File: src/hw/rtl/abd_pkg.sv
package abd_pkg;

   localparam int PRECISION = 10;
   localparam int CONTEXTS  = 64;
   localparam int FIFO_BITS = 256;

   localparam int VW   = PRECISION + 1;
   localparam int CW   = (CONTEXTS > 1) ? $clog2(CONTEXTS) : 1;
   localparam int FAW  = $clog2(FIFO_BITS);
   localparam int FFW  = $clog2(FIFO_BITS + 1);
   localparam int CNTW = 16;
   localparam int DVW  = (CNTW + PRECISION + 2 > 2 * CNTW) ? CNTW + PRECISION + 2 : 2 * CNTW;
   localparam int DSW  = CNTW + 1;
   localparam int DCW  = $clog2(DVW);
   localparam int GW   = $clog2(2 * PRECISION + 2);
   localparam int QD   = 4;
   localparam int QAW  = $clog2(QD);
   localparam int REQ_CTXW = 6;

   localparam logic [VW-1:0]   TOP  = VW'(1) << PRECISION;
   localparam logic [VW-1:0]   HALF = TOP >> 1;
   localparam logic [VW-1:0]   QTR1 = TOP >> 2;
   localparam logic [VW-1:0]   QTR3 = (TOP >> 2) * 3;
   localparam logic [CNTW-1:0] CNT_MAX = '1;
   localparam logic [CNTW-1:0] TOTAL_RESET = 16'd16;

   localparam logic CSR_RESET_TOTAL  = 1'b0;
   localparam logic CSR_RESIZE_TOTAL = 1'b1;

   typedef enum logic [2:0] {
      CMD_PUSH    = 3'd0,
      CMD_START   = 3'd1,
      CMD_DECODE  = 3'd2,
      CMD_RESET   = 3'd3,
      CMD_RESCALE = 3'd4
   } cmd_type;

   typedef struct packed {
      cmd_type       cmd;
      logic [7:0]    data_byte;
      logic [CW-1:0] ctx;
   } item_type;

   typedef logic [CW-1:0] ctx_map_type [2**REQ_CTXW];

   function automatic ctx_map_type mk_ctx_map();
      ctx_map_type m;
      for (int k = 0; k < 2**REQ_CTXW; k++) begin
         m[k] = CW'(k % CONTEXTS);
      end
      return m;
   endfunction

   localparam ctx_map_type CTX_MAP = mk_ctx_map();

endpackage

File: src/hw/rtl/abd_ifs.sv
interface abd_req_if;
   logic       valid;
   logic       ready;
   logic [2:0] cmd;
   logic [7:0] data_byte;
   logic [5:0] context_req;
   modport source (output valid, cmd, data_byte, context_req, input ready);
   modport sink (input valid, cmd, data_byte, context_req, output ready);
endinterface

interface abd_rsp_if;
   logic valid;
   logic ready;
   logic symbol;
   logic underrun;
   modport source (output valid, symbol, underrun, input ready);
   modport sink (input valid, symbol, underrun, output ready);
endinterface

File: src/hw/rtl/adaptive_binary_arith_decoder_top.sv
// Adaptive binary arithmetic decoder. Transactions enter a four-deep command queue and are
// executed one at a time by the back end, which holds a 256-bit input FIFO and a count
// memory of 64 contexts. After a transaction leaves the queue: push writes up to eight bits
// into the FIFO; start shifts in ten code bits; decode reads the counts, divides, splits,
// renormalizes and may wait for the output register, its time mostly set by the 32-step shared
// restoring divider; count reset writes one context per cycle; rescale reads, multiplies,
// divides and writes each context in turn, again with the divider. A result waits in an
// output register while the next transactions are queued. Configuration writes are taken at
// any time but must only be issued while the block is idle.
module adaptive_binary_arith_decoder_top (
   input  logic        clock,
   input  logic        reset,
   abd_req_if.sink     req_if,
   abd_rsp_if.source   rsp_if,
   input  logic        csr_we,
   input  logic        csr_index,
   input  logic [15:0] csr_wdata
);

   logic              q_valid;
   logic              q_pop;
   abd_pkg::item_type q_item;

   abd_front u_front (
      .clock   (clock),
      .reset   (reset),
      .req_if  (req_if),
      .q_valid (q_valid),
      .q_item  (q_item),
      .q_pop   (q_pop)
   );

   abd_back u_back (
      .clock     (clock),
      .reset     (reset),
      .q_valid   (q_valid),
      .q_item    (q_item),
      .q_pop     (q_pop),
      .rsp_if    (rsp_if),
      .csr_we    (csr_we),
      .csr_index (csr_index),
      .csr_wdata (csr_wdata)
   );

endmodule

File: src/hw/rtl/abd_front.sv
module abd_front (
   input  logic             clock,
   input  logic             reset,
   abd_req_if.sink          req_if,
   output logic             q_valid,
   output abd_pkg::item_type q_item,
   input  logic             q_pop
);

   abd_pkg::item_type       q_mem [abd_pkg::QD];
   logic [abd_pkg::QAW-1:0] wr_ptr_ff;
   logic [abd_pkg::QAW-1:0] rd_ptr_ff;
   logic [abd_pkg::QAW:0]   count_ff;
   logic                    known;
   logic                    push;
   abd_pkg::item_type       new_item;

   always_comb begin
      unique case (req_if.cmd)
         abd_pkg::CMD_PUSH, abd_pkg::CMD_START, abd_pkg::CMD_DECODE,
         abd_pkg::CMD_RESET, abd_pkg::CMD_RESCALE: known = 1'b1;
         default: known = 1'b0;
      endcase
   end

   assign req_if.ready = (count_ff != (abd_pkg::QAW+1)'(abd_pkg::QD));
   assign push = req_if.valid && req_if.ready && known;
   assign q_valid = (count_ff != '0);
   assign q_item = q_mem[rd_ptr_ff];

   always_comb begin
      new_item.cmd       = abd_pkg::cmd_type'(req_if.cmd);
      new_item.data_byte = req_if.data_byte;
      new_item.ctx       = abd_pkg::CTX_MAP[req_if.context_req];
   end

   always_ff @(posedge clock) begin
      if (push) begin
         q_mem[wr_ptr_ff] <= new_item;
      end
   end

   always_ff @(posedge clock) begin
      if (reset) begin
         wr_ptr_ff <= '0;
         rd_ptr_ff <= '0;
         count_ff  <= '0;
      end else begin
         if (push) begin
            wr_ptr_ff <= wr_ptr_ff + 1'b1;
         end
         if (q_pop && q_valid) begin
            rd_ptr_ff <= rd_ptr_ff + 1'b1;
         end
         count_ff <= count_ff + (abd_pkg::QAW+1)'(push) - (abd_pkg::QAW+1)'(q_pop && q_valid);
      end
   end

endmodule

File: src/hw/rtl/abd_back.sv
module abd_back (
   input  logic              clock,
   input  logic              reset,
   input  logic              q_valid,
   input  abd_pkg::item_type q_item,
   output logic              q_pop,
   abd_rsp_if.source         rsp_if,
   input  logic              csr_we,
   input  logic              csr_index,
   input  logic [15:0]       csr_wdata
);

   typedef enum logic [3:0] {
      S_IDLE, S_PUSH, S_START, S_CLR, S_RS_RD, S_RS_MUL, S_RS_WR,
      S_D_RD, S_D_LD, S_DIV, S_D_MUL, S_D_SPL, S_RENORM, S_D_UPD, S_D_OUT
   } state_type;

   localparam int CNT2 = 2 * abd_pkg::CNTW;
   localparam int VW   = abd_pkg::VW;
   localparam int DVW  = abd_pkg::DVW;
   localparam int DSW  = abd_pkg::DSW;

   state_type state_ff;
   abd_pkg::item_type item_ff;

   logic [VW-1:0] lo_ff, hi_ff, wid_ff, cv_ff;
   logic          sym_ff, und_ff;
   logic [abd_pkg::GW-1:0] gd_ff;
   logic          settle_ff;
   logic [2:0]    bit_idx_ff;

   logic          fifo_mem [abd_pkg::FIFO_BITS];
   logic [abd_pkg::FAW-1:0] head_ff;
   logic [abd_pkg::FFW-1:0] fill_ff;
   logic          rd_bit_ff;
   logic          fifo_we;
   logic [abd_pkg::FAW-1:0] fifo_waddr;
   logic [abd_pkg::FFW:0]   fifo_sum;
   logic [abd_pkg::FAW-1:0] head_next;

   logic [CNT2-1:0] cnt_mem [abd_pkg::CONTEXTS];
   logic [abd_pkg::CW-1:0] cnt_addr_ff;
   logic [CNT2-1:0] cnt_q_ff;
   logic          cnt_we;
   logic [CNT2-1:0] cnt_wdata;

   logic [15:0]   reset_total_ff, resize_total_ff;

   logic [DVW-1:0] dvd_ff, quo_ff;
   logic [DSW-1:0] dsor_ff, rem_ff;
   logic [abd_pkg::DCW-1:0] dcnt_ff;
   logic           is_dec_ff;
   logic [DSW:0]   rem2;
   logic           qbit;

   logic [2*VW-1:0] prod_ff;

   logic [15:0]   zero_q, total_q;
   logic [VW-1:0] w_clip, p_val, split_raw, split, value;
   logic          rn_go;
   logic [VW-1:0] sub, cv_sub, lo_rn, hi_rn, cv_rn;
   logic          bit_in;
   logic [15:0]   z_sat, z_fin, zero_up, total_up;

   logic rsp_valid_ff, rsp_und_ff, rsp_sym_ff;

   assign zero_q  = cnt_q_ff[CNT2-1:abd_pkg::CNTW];
   assign total_q = cnt_q_ff[abd_pkg::CNTW-1:0];

   always_comb begin
      rem2 = {rem_ff, dvd_ff[DVW-1]};
      qbit = (rem2 >= {1'b0, dsor_ff});

      w_clip = (wid_ff > abd_pkg::TOP) ? abd_pkg::TOP : wid_ff;
      if (total_q == '0) begin
         p_val = '0;
      end else if (quo_ff > DVW'(abd_pkg::TOP)) begin
         p_val = abd_pkg::TOP;
      end else begin
         p_val = quo_ff[VW-1:0];
      end
      split_raw = prod_ff[abd_pkg::PRECISION +: VW];
      if (split_raw == '0) begin
         split = VW'(1);
      end else if (split_raw >= w_clip) begin
         split = w_clip - 1'b1;
      end else begin
         split = split_raw;
      end
      value = (cv_ff >= lo_ff) ? cv_ff - lo_ff : '0;

      rn_go = 1'b1;
      sub   = '0;
      if (hi_ff <= abd_pkg::HALF) begin
         sub = '0;
      end else if (lo_ff >= abd_pkg::HALF) begin
         sub = abd_pkg::HALF;
      end else if (lo_ff >= abd_pkg::QTR1 && hi_ff <= abd_pkg::QTR3) begin
         sub = abd_pkg::QTR1;
      end else begin
         rn_go = 1'b0;
      end
      bit_in = (fill_ff != '0) ? rd_bit_ff : 1'b0;
      cv_sub = (cv_ff >= sub) ? cv_ff - sub : '0;
      lo_rn  = (lo_ff - sub) << 1;
      hi_rn  = (hi_ff - sub) << 1;
      cv_rn  = {cv_sub[VW-2:0], bit_in};

      if (total_q == '0) begin
         z_sat = '0;
      end else if (quo_ff > DVW'(abd_pkg::CNT_MAX)) begin
         z_sat = abd_pkg::CNT_MAX;
      end else begin
         z_sat = quo_ff[15:0];
      end
      z_fin = (z_sat == '0) ? 16'd1 : z_sat;
      if (z_fin == resize_total_ff) begin
         z_fin = resize_total_ff - 1'b1;
      end

      zero_up  = (!sym_ff && zero_q < abd_pkg::CNT_MAX) ? zero_q + 1'b1 : zero_q;
      total_up = (total_q < abd_pkg::CNT_MAX) ? total_q + 1'b1 : total_q;
   end

   always_comb begin
      fifo_sum   = (abd_pkg::FFW+1)'(head_ff) + (abd_pkg::FFW+1)'(fill_ff);
      fifo_waddr = (fifo_sum >= (abd_pkg::FFW+1)'(abd_pkg::FIFO_BITS))
                   ? abd_pkg::FAW'(fifo_sum - (abd_pkg::FFW+1)'(abd_pkg::FIFO_BITS))
                   : abd_pkg::FAW'(fifo_sum);
      fifo_we    = (state_ff == S_PUSH) && (fill_ff < abd_pkg::FFW'(abd_pkg::FIFO_BITS));
      head_next  = (head_ff == abd_pkg::FAW'(abd_pkg::FIFO_BITS - 1)) ? '0 : head_ff + 1'b1;

      cnt_we    = 1'b0;
      cnt_wdata = {zero_up, total_up};
      unique case (state_ff)
         S_CLR: begin
            cnt_we    = 1'b1;
            cnt_wdata = {1'b0, reset_total_ff[15:1], reset_total_ff};
         end
         S_RS_WR: begin
            cnt_we    = 1'b1;
            cnt_wdata = {z_fin, resize_total_ff};
         end
         S_D_UPD: cnt_we = 1'b1;
         default: cnt_we = 1'b0;
      endcase
   end

   always_ff @(posedge clock) begin
      if (fifo_we) begin
         fifo_mem[fifo_waddr] <= item_ff.data_byte[bit_idx_ff];
      end
      rd_bit_ff <= fifo_mem[head_ff];
   end

   always_ff @(posedge clock) begin
      if (cnt_we) begin
         cnt_mem[cnt_addr_ff] <= cnt_wdata;
      end
      cnt_q_ff <= cnt_mem[cnt_addr_ff];
   end

   always_ff @(posedge clock) begin
      if (reset) begin
         reset_total_ff  <= abd_pkg::TOTAL_RESET;
         resize_total_ff <= abd_pkg::TOTAL_RESET;
      end else if (csr_we) begin
         if (csr_index == abd_pkg::CSR_RESET_TOTAL) begin
            reset_total_ff <= csr_wdata;
         end else begin
            resize_total_ff <= csr_wdata;
         end
      end
   end

   assign q_pop           = (state_ff == S_IDLE) && q_valid;
   assign rsp_if.symbol   = rsp_sym_ff;
   assign rsp_if.valid    = rsp_valid_ff;
   assign rsp_if.underrun = rsp_und_ff;

   always_ff @(posedge clock) begin
      if (reset) begin
         state_ff     <= S_IDLE;
         lo_ff        <= '0;
         hi_ff        <= abd_pkg::TOP;
         wid_ff       <= abd_pkg::TOP;
         cv_ff        <= '0;
         head_ff      <= '0;
         fill_ff      <= '0;
         rsp_valid_ff <= 1'b0;
         settle_ff    <= 1'b0;
      end else begin
         if (state_ff == S_D_OUT && (!rsp_valid_ff || rsp_if.ready)) begin
            rsp_valid_ff <= 1'b1;
         end else if (rsp_if.ready) begin
            rsp_valid_ff <= 1'b0;
         end
         unique case (state_ff)
            S_IDLE: begin
               if (q_valid) begin
                  item_ff     <= q_item;
                  bit_idx_ff  <= '0;
                  gd_ff       <= '0;
                  settle_ff   <= 1'b0;
                  cnt_addr_ff <= '0;
                  unique case (q_item.cmd)
                     abd_pkg::CMD_PUSH: state_ff <= S_PUSH;
                     abd_pkg::CMD_START: begin
                        cv_ff    <= '0;
                        lo_ff    <= '0;
                        hi_ff    <= abd_pkg::TOP;
                        wid_ff   <= abd_pkg::TOP;
                        state_ff <= S_START;
                     end
                     abd_pkg::CMD_DECODE: begin
                        cnt_addr_ff <= q_item.ctx;
                        state_ff    <= S_D_RD;
                     end
                     abd_pkg::CMD_RESET: state_ff <= S_CLR;
                     abd_pkg::CMD_RESCALE: state_ff <= S_RS_RD;
                     default: state_ff <= S_IDLE;
                  endcase
               end
            end
            S_PUSH: begin
               if (fifo_we) begin
                  fill_ff <= fill_ff + 1'b1;
               end
               bit_idx_ff <= bit_idx_ff + 1'b1;
               if (bit_idx_ff == 3'd7) begin
                  state_ff <= S_IDLE;
               end
            end
            S_START: begin
               if (settle_ff) begin
                  settle_ff <= 1'b0;
               end else if (gd_ff == abd_pkg::GW'(abd_pkg::PRECISION)) begin
                  state_ff <= S_IDLE;
               end else begin
                  cv_ff <= {cv_ff[VW-2:0], bit_in};
                  if (fill_ff != '0) begin
                     head_ff <= head_next;
                     fill_ff <= fill_ff - 1'b1;
                  end
                  settle_ff <= 1'b1;
                  gd_ff     <= gd_ff + 1'b1;
               end
            end
            S_CLR: begin
               cnt_addr_ff <= cnt_addr_ff + 1'b1;
               if (cnt_addr_ff == abd_pkg::CW'(abd_pkg::CONTEXTS - 1)) begin
                  state_ff <= S_IDLE;
               end
            end
            S_RS_RD: state_ff <= S_RS_MUL;
            S_RS_MUL: begin
               dvd_ff    <= DVW'(zero_q) * DVW'(resize_total_ff);
               dsor_ff   <= {1'b0, total_q};
               rem_ff    <= '0;
               dcnt_ff   <= '0;
               is_dec_ff <= 1'b0;
               state_ff  <= S_DIV;
            end
            S_RS_WR: begin
               cnt_addr_ff <= cnt_addr_ff + 1'b1;
               if (cnt_addr_ff == abd_pkg::CW'(abd_pkg::CONTEXTS - 1)) begin
                  state_ff <= S_IDLE;
               end else begin
                  state_ff <= S_RS_RD;
               end
            end
            S_D_RD: state_ff <= S_D_LD;
            S_D_LD: begin
               dvd_ff    <= (DVW'(zero_q) << (abd_pkg::PRECISION + 1)) + DVW'(total_q);
               dsor_ff   <= {total_q, 1'b0};
               rem_ff    <= '0;
               dcnt_ff   <= '0;
               is_dec_ff <= 1'b1;
               state_ff  <= S_DIV;
            end
            S_DIV: begin
               rem_ff  <= qbit ? DSW'(rem2 - {1'b0, dsor_ff}) : DSW'(rem2);
               quo_ff  <= {quo_ff[DVW-2:0], qbit};
               dvd_ff  <= dvd_ff << 1;
               dcnt_ff <= dcnt_ff + 1'b1;
               if (dcnt_ff == abd_pkg::DCW'(DVW - 1)) begin
                  state_ff <= is_dec_ff ? S_D_MUL : S_RS_WR;
               end
            end
            S_D_MUL: begin
               prod_ff  <= w_clip * p_val;
               state_ff <= S_D_SPL;
            end
            S_D_SPL: begin
               if (value < split) begin
                  hi_ff  <= lo_ff + split;
                  sym_ff <= 1'b0;
               end else begin
                  lo_ff  <= lo_ff + split;
                  sym_ff <= 1'b1;
               end
               und_ff    <= 1'b0;
               gd_ff     <= '0;
               settle_ff <= 1'b0;
               state_ff  <= S_RENORM;
            end
            S_RENORM: begin
               if (settle_ff) begin
                  settle_ff <= 1'b0;
               end else if (!rn_go || gd_ff > abd_pkg::GW'(2 * abd_pkg::PRECISION)) begin
                  state_ff <= S_D_UPD;
               end else begin
                  lo_ff <= lo_rn;
                  hi_ff <= hi_rn;
                  cv_ff <= cv_rn;
                  if (fill_ff != '0) begin
                     head_ff <= head_next;
                     fill_ff <= fill_ff - 1'b1;
                  end else begin
                     und_ff <= 1'b1;
                  end
                  settle_ff <= 1'b1;
                  gd_ff     <= gd_ff + 1'b1;
               end
            end
            S_D_UPD: begin
               wid_ff   <= (hi_ff >= lo_ff) ? hi_ff - lo_ff : '0;
               state_ff <= S_D_OUT;
            end
            S_D_OUT: begin
               if (!rsp_valid_ff || rsp_if.ready) begin
                  rsp_sym_ff <= sym_ff;
                  rsp_und_ff <= und_ff;
                  state_ff   <= S_IDLE;
               end
            end
            default: state_ff <= S_IDLE;
         endcase
      end
   end

endmodule

File: src/flat_wrapper.sv
// flat-port wrapper written by rule: the top's interface ports become plain ports
module adaptive_binary_arith_decoder_top_flat 
  (clock, reset, csr_we, csr_index, csr_wdata, req_if_valid, req_if_cmd, req_if_data_byte, req_if_context_req, req_if_ready, rsp_if_valid, rsp_if_symbol, rsp_if_underrun, rsp_if_ready);
  abd_req_if req_if_i ();
  abd_rsp_if rsp_if_i ();
  input  logic clock;
  input  logic reset;
  input  logic csr_we;
  input  logic csr_index;
  input  logic [15:0] csr_wdata;
  input wire logic [$bits(req_if_i.valid)-1:0] req_if_valid;
  input wire logic [$bits(req_if_i.cmd)-1:0] req_if_cmd;
  input wire logic [$bits(req_if_i.data_byte)-1:0] req_if_data_byte;
  input wire logic [$bits(req_if_i.context_req)-1:0] req_if_context_req;
  output wire logic [$bits(req_if_i.ready)-1:0] req_if_ready;
  output wire logic [$bits(rsp_if_i.valid)-1:0] rsp_if_valid;
  output wire logic [$bits(rsp_if_i.symbol)-1:0] rsp_if_symbol;
  output wire logic [$bits(rsp_if_i.underrun)-1:0] rsp_if_underrun;
  input wire logic [$bits(rsp_if_i.ready)-1:0] rsp_if_ready;
  assign req_if_i.valid = req_if_valid;
  assign req_if_i.cmd = req_if_cmd;
  assign req_if_i.data_byte = req_if_data_byte;
  assign req_if_i.context_req = req_if_context_req;
  assign req_if_ready = req_if_i.ready;
  assign rsp_if_valid = rsp_if_i.valid;
  assign rsp_if_symbol = rsp_if_i.symbol;
  assign rsp_if_underrun = rsp_if_i.underrun;
  assign rsp_if_i.ready = rsp_if_ready;
  adaptive_binary_arith_decoder_top u_core (.clock(clock), .reset(reset), .req_if(req_if_i), .rsp_if(rsp_if_i), .csr_we(csr_we), .csr_index(csr_index), .csr_wdata(csr_wdata));
endmodule
File: config.mk
export PLATFORM = sky130hd
export DESIGN_NAME = adaptive_binary_arith_decoder_top_flat
export DESIGN_NICKNAME = d
export VERILOG_FILES = /design/src/hw/rtl/abd_pkg.sv /design/src/hw/rtl/abd_ifs.sv /design/src/hw/rtl/adaptive_binary_arith_decoder_top.sv /design/src/hw/rtl/abd_front.sv /design/src/hw/rtl/abd_back.sv /design/src/flat_wrapper.sv
export SDC_FILE = /design/constraint.sdc
export NUM_CORES = 2
export LEC_CHECK = 0
export ABC_AREA = 1
export ABC_CLOCK_PERIOD_IN_PS = 6200
export CAP_MARGIN = 10
export CORE_MARGIN = 8
export CORE_UTILIZATION = 41
export DETAILED_ROUTE_END_ITERATION = 12
export DONT_BUFFER_PORTS = 1
export GPL_TIMING_DRIVEN = 0
export PLACE_DENSITY = 0.65
export RECOVER_POWER = 50
export SLEW_MARGIN = 20
export SYNTH_ARGS = -nofsm -noshare
export SYNTH_HDL_FRONTEND = slang
export SYNTH_SLANG_ARGS = --single-unit
File: constraint.sdc
create_clock -name clock -period 6.2 [get_ports clock]
set_input_delay 0.62 -clock clock [delete_from_list [all_inputs] [get_ports clock]]
set_output_delay 0.62 -clock clock [all_outputs]
set_load 0.02 [all_outputs]
Yosys cells after proc, flatten, opt, wreduce, memory -nomap -nowiden
Memory sizes are Yosys's and may differ from the RTL's. A register that Yosys moved wholly into a read port is not among the register bits.
Index checks and enable logic that the tools add are counted.
{ "word_totals": {"regBits": 257, "mem_bits_rw": 2372, "rom_bits": 384, "input_bits": 39, "out_inout_bits": 4, "word_cells": 300, "memories": 4} }
{ "mem_list": {"columns": ["memory", "depth", "word_bits", "read_ports", "rd_ports_with_merged_regs", "write_ports", "line_no", "source"], "rows": [
  ["u_core.u_back.cnt_mem", 64, 32, 1, 1, 1, "abd_back.sv:41", "logic [CNT2-1:0] cnt_mem [abd_pkg::CONTEXTS];"],
  ["(no name shown)", 64, 6, 1, 0, 0, "abd_front.sv:34", "new_item.ctx = abd_pkg::CTX_MAP[req_if.context_req];"],
  ["u_core.u_back.fifo_mem", 256, 1, 1, 1, 1, "abd_back.sv:32", "logic fifo_mem [abd_pkg::FIFO_BITS];"],
  ["u_core.u_front.q_mem", 4, 17, 1, 1, 1, "abd_front.sv:10", "abd_pkg::item_type q_mem [abd_pkg::QD];"]
]} }
{ "op_classes": {"add_sub_neg": 25, "multipliers": 2, "n_lt_le_gt_ge": 20, "eq_ne": 45, "muxes": 112, "bitwise_logic": 3, "n_reduce_logical": 60} }
{ "op_table": {"columns": ["operator", "n"], "rows": [
  ["two-way mux 11 bit", 21],
  ["case mux 11 bit (3 select lines)", 3],
  ["two-way mux 16 bit", 6],
  ["case mux 32 bit (3 select lines)", 1],
  ["case mux 17 bit (2 select lines)", 2],
  ["case mux 32 bit (2 select lines)", 1],
  ["two-way mux 9 bit", 7],
  ["two-way mux 8 bit", 7],
  ["case mux 4 bit (14 select lines)", 1],
  ["two-way mux 4 bit", 10],
  ["greater-or-equal comparator 11 bit", 3],
  ["adder 16 x 1 -> 16 bit, second input constant", 2],
  ["greater-than comparator 32 x 11 -> 1 bit, second input constant", 1],
  ["greater-than comparator 32 x 16 -> 1 bit, second input constant", 1],
  ["zero test 16 bit", 2],
  ["less-than comparator 16 bit, second input constant", 2],
  ["multiplier 16 x 16 -> 32 bit", 1],
  ["two-way mux 10 bit", 3],
  ["subtractor 10 bit", 3],
  ["adder 27 x 16 -> 28 bit", 1],
  ["== test 4 bit, second input constant", 7],
  ["case mux 9 bit (3 select lines)", 1],
  ["inequality test 2 bit, second input constant", 13],
  ["two-way mux 5 bit", 5],
  ["other kinds (78)", 163]
]} }

Logic depth before layout (Yosys ltp)
{ "depth": {"ltp_word": 10, "mapped_depth": 32, "mapped_depth_nobuf": 31} }

Hierarchy
From an unflattened synthesis, not the netlist that was laid out.
{ "unflattened": {"cells_unflattened": 9663, "area_unflattened_um2": 118862.7} }
{ "by_module_without_submodules": {"columns": ["module", "instances", "cells_each", "area_each_um2", "seq_area_each_um2"], "rows": [
  ["abd_back", 1, 9429, 115741.0, 76063.0],
  ["abd_front", 1, 234, 3121.7, 2222.1]
]} }

Least setup slack after synthesis
No wires, ideal clock.
{ "synth_timing": {"path_type": "reg2reg", "start": "register u_core.u_back.cnt_q_ff[6] (read register of u_core.u_back.cnt_mem)", "end": "memory u_core.u_back.cnt_mem[0][2] (netlist bit), data pin", "setup_ps": 1008, "arrival_ps": 5581, "required_time_ps": 5192, "path_slack_ps": -389, "stages_incl_launch_ff": 8, "n_path_buf": 0, "synth_period_minus_slack_ps": 6589, "cell_sequence": "dfxtp_1 > inv_1 > nor3_1 > nand4_1 > or2_2 > nor2_1 > nor3_1 > o311ai_0"} }
{ "synth_between": {"elab_chain_len": 3} }
{ "synth_rtl": {"columns": ["element", "line_no", "source"], "rows": [
  ["from (decl)", "abd_back.sv:43", "logic [CNT2-1:0] cnt_q_ff;"],
  ["less-than comparator 16 bit", "abd_back.sv:122", "total_up = (total_q < abd_pkg::CNT_MAX) ? total_q + 1'b1 : total_q;"],
  ["two-way mux 16 bit", "abd_back.sv:122", null],
  ["case mux 32 bit (2 select lines)", "abd_back.sv:135", "unique case (state_ff)"],
  ["net u_core.u_back.cnt_wdata[2]", "abd_back.sv:45", "logic [CNT2-1:0] cnt_wdata;"],
  ["to (decl)", "abd_back.sv:41", null]
]} }
The timed path passes the listed nets, and every way through them passes these cells.

Final worst setup path
{ "layout_timing": {"start": "register u_core.u_back.quo_ff[6]", "end": "register u_core.u_back.prod_ff[20], data pin"} }
{ "layout_between": {"elab_chain_len": 4} }
{ "layout_rtl": {"columns": ["element", "line_no", "source"], "rows": [
  ["from (decl)", "abd_back.sv:49", "logic [DVW-1:0] dvd_ff, quo_ff;"],
  ["from (signal assigned)", "abd_back.sv:283", "quo_ff <= {quo_ff[DVW-2:0], qbit};"],
  ["greater-than comparator 32 x 11 -> 1 bit", "abd_back.sv:77", "end else if (quo_ff > DVW'(abd_pkg::TOP)) begin"],
  ["two-way mux 11 bit (*)", "abd_back.sv:77", null],
  ["two-way mux 11 bit (*)", "abd_back.sv:75", "if (total_q == '0) begin"],
  ["multiplier 11 x 11 -> 21 bit (*)", "abd_back.sv:291", "prod_ff <= w_clip * p_val;"],
  ["to (signal assigned)", "abd_back.sv:291", null],
  ["to (decl)", "abd_back.sv:56", "logic [2*VW-1:0] prod_ff;"]
]} }
Every way passes the cells marked *; elsewhere a longest branch is shown, timed or not.
A chain may end at the register's enable or synchronous reset.

==> impl_metrics.yaml <==
drt:
  drt_iter0_markers: 16100
  dr.pass1.iters: 11
  drc: 0
  drt-total-wl_mm: 456
  wl_per_cell_um: 32.0
  vias: 88700
  viasPerCell: 6.23
  ant_nets: 0
cts:
  clock_path_buffers: 4
  cts_tree: "built"
  clkSinkCount: 2654
  clk_latency_ps: 960
  clk_pin_slew_ps: 60
  cts_root_buffer: "clkbuf_16"
  cts_inserted_buffers: 281
  htreeDepth: 5
layout:
  final_cells: 14200
  area_growth_pct: 16.7
  drive_gt1_frac: 0.105
  design.final.nets: 10800
  final_cell_area_um2: 138000
timing:
  slew_headroom: 0.0572
  fin_crit_ps: 6060
  finalSetupViolCount: 0
  rsz0062_at_grt: "true"
  max_freq_ghz: 0.165
  tns_ps: 0
  hold_violations: 0
  worst_slack_ps: 145
  finClkSkew_ps: 123
  worst_pin_slew_ps: 1410
  drv_slew: 0
  fin_crit_sh: 0.977
power:
  sw_frac_of_total: 0.388
  p_per_area_nw_per_um2: 457
  total_power_mw: 63.2
  vdd_drop_max_v: 0.000379
  internal_power_mw: 38.7
  p_leak_nw: 49.6
  power.share.clock: 0.265
  seqPwrFrac: 0.373
  p_comb_frac: 0.362
  power_switching_mw: 24.5
floorplan:
  die_area_um2: 307000
  start_util: 0.412
  ios: 43
  core_area_um2: 288000
  rows: 197
  die_y_um: 554
  die_width_um: 554
setup_path:
  critPathArrivalTime_ps: 6660
  crit_required_ps: 6810
  cp_common_cell: "fa_1"
  worstPathMaxFanout: 5
  cpLargestDelayFamily: "adder cells"
  cp_slowest_cell: "fa_1"
  worstSetupPathType: "reg2reg"
  crit_path_start_kind: "register"
  end_kind: "register"
  crit_buf_inv: 8
  slowest_delay_ps: 530
logic_synthesis:
  synth_xor_area_frac: 0.00709
  synthCells: 9643
  synth_most_common_cell: "edfxtp_1"
  ys_seq_area_frac: 0.660
  ys_top_cells_by_area: "edfxtp_1, nand2_1, fa_1, ha_1, nor2_1"
  yosys.area_share.adder: 0.0759
  synth_top_family_by_area: "simple AND/OR/NAND/NOR gates"
  ys_ff_latch: 2654
  yosysUniqueCellTypes: 68
  synthSimpleGateAreaFrac: 0.119
  yosysWarnings: 0
  synth.area.mux_share: 0.0000950
  netlist_area_um2: 119000
  synth-main-ff-cell: "edfxtp_1"
  synth_area_per_cell_um2: 12.3
  synth_edf_count: 2513
  yosysTopAreaCellShare: 0.636
  synth_common_cells: "edfxtp_1, nand2_1, nor2_1"
  synth-async-reset-ratio: 0
  synth_compound_area_frac: 0.0949
  syn_nets: 10200
  yosysTopAreaCell: "edfxtp_1"
flow_run:
  cap_violations: 0
placement:
  port_buffers: 0
  finalWeightedCongestion: 1.01
  post-place-ws_ps: -1410
  placed_cells: 13600
  dp_hpwl_mm: 314
  place_area_um2: 128000
global_routing:
  overflow: 0
  grt_usage: 0.284
  grt_max_degree: 145
  antenna_found_initial: 33
  grt_first_pass_wirelength_mm: 622
  grt_pass1_vias: 83200
min_path:
  hold_path.class: "in2reg"
run_status:
  status: "completed"
==> stage by stage <==
stage	utilization	hold slack (ps)
global route	0.481	32.2
finish	0.481	44.2
CTS	0.478	1.17
global placement	0.428	425
detailed placement	0.444	428
floorplan	-	400
==> registers in the layout, indices dropped and copies added, names as in the netlist, 4 cells and up, named ones only <==
| name | flops |
|---|---|
| u_core.u_back.cv_ff | 11 |
| u_core.u_front.q_mem | 68 |
| u_core.u_back.reset_total_ff | 16 |
| u_core.u_back.lo_ff | 11 |
| u_core.u_back.rem_ff | 17 |
| u_core.u_back.prod_ff | 11 |
| u_core.u_back.resize_total_ff | 16 |
| u_core.u_back.cnt_addr_ff | 6 |
| u_core.u_back.dcnt_ff | 5 |
| u_core.u_back.fifo_mem | 256 |
| u_core.u_back.wid_ff | 11 |
| u_core.u_back.dsor_ff | 17 |
| u_core.u_back.gd_ff | 5 |
| u_core.u_back.cnt_q_ff | 32 |
| u_core.u_back.cnt_mem | 2048 |
| u_core.u_back.quo_ff | 32 |
| u_core.u_back.hi_ff | 11 |
| u_core.u_back.item_ff | 8 |
| u_core.u_back.state_ff | 4 |
| u_core.u_back.dvd_ff | 32 |
| u_core.u_back.head_ff | 8 |
| u_core.u_back.fill_ff | 9 |
==> cell type report <==
cell class	instances	area, um2
antenna	24	60.1
buffer	452	2200
clock buffer	351	7430
clock inverter	152	1610
fill	24700	149000
inverter	859	3350
multi-input combinational	5661	36100
sequential	2654	78300
tap	3781	4730
timing repair buffer	307	4630
==> path summary, 6_finish.rpt <==
path                                startpoint                                       endpoint  slack [ps]  cells after the start
max          u_core.u_back.quo_ff[6]$_DFFE_PP_            u_core.u_back.prod_ff[20]$_DFFE_PP_         140                     25
min                               csr_wdata[3]  u_core.u_back.resize_total_ff[3]$_SDFFE_PP0P_          40                      2
max reg2reg  u_core.u_back.quo_ff[6]$_DFFE_PP_            u_core.u_back.prod_ff[20]$_DFFE_PP_         140                     25
min reg2reg     u_core.u_back.und_ff$_DFFE_PP_        u_core.u_back.rsp_if.underrun$_DFFE_PP_         450                      0
==> power groups by stage <==
stage               registers (mW)  logic, mW  clock network [mW]
finish                        23.6       22.9                16.7
global route                  23.6       23.8                17.4
CTS                           23.5       21.4                16.7
detailed placement            23.8       21.1                   0
global placement              24.6       19.4                   0
floorplan                     23.9       11.2                   0
==> placed cells by master, fill, tap and decap left out, types with 51 or more instances in the layout <==
cell | synthesis | routed
nand4_1 | 319 | 319
a221oi_1 | 230 | 230
clkinv_1 | 7 | 55
o21ai_0 | 402 | 393
fa_1 | 280 | 276
nand3_1 | 258 | 251
ha_1 | 271 | 260
o22ai_1 | 62 | 62
a22o_1 | 208 | 208
nor3_1 | 59 | 51
buf_12 | 0 | 51
xor2_1 | 69 | 69
nand2_1 | 1780 | 1749
buf_4 | 1 | 131
a22oi_1 | 315 | 315
inv_1 | 818 | 761
clkbuf_16 | 0 | 287
edfxtp_1 | 2513 | 2513
nor2_1 | 847 | 807
a21oi_1 | 288 | 278
dfxtp_1 | 141 | 119
clkbuf_1 | 364 | 347
buf_16 | 0 | 76
==> repair_timing <==
item / in CTS / in global routing
gates resized for setup: 160 / 172
endpoints found under the setup margin: 31 / 28
hold endpoints to repair: 99 / 0
buffers inserted: 12 / 48
pin swaps: 8 / 47
hold buffers: 33 / 0
==> cell families (layout without fill, tap and decap cells) <==
logic type | Yosys count | in the layout
XOR/XNOR | 96 | 96
flip-flops | 2654 | 2654
other | 0 | 24
adder cells (fa/ha/maj) | 551 | 551
AO/OA/AOI/OAI | 1659 | 1659
AND/OR/NAND/NOR | 3354 | 3354
multiplexers | 1 | 1
buffers and inverters | 1328 | 2121
==> metal layers <==
layer / track usage / up-vias / share of wire
met2: 0.418 / 7354 / 0.42
li1: - / 35900 / -
met5: 0.00432 / - / 0.00079
met3: 0.108 / 1786 / 0.15
met1: 0.356 / 43600 / 0.35
met4: 0.166 / 22 / 0.077
No activity file was read; power rests on OpenSTA's default activity.
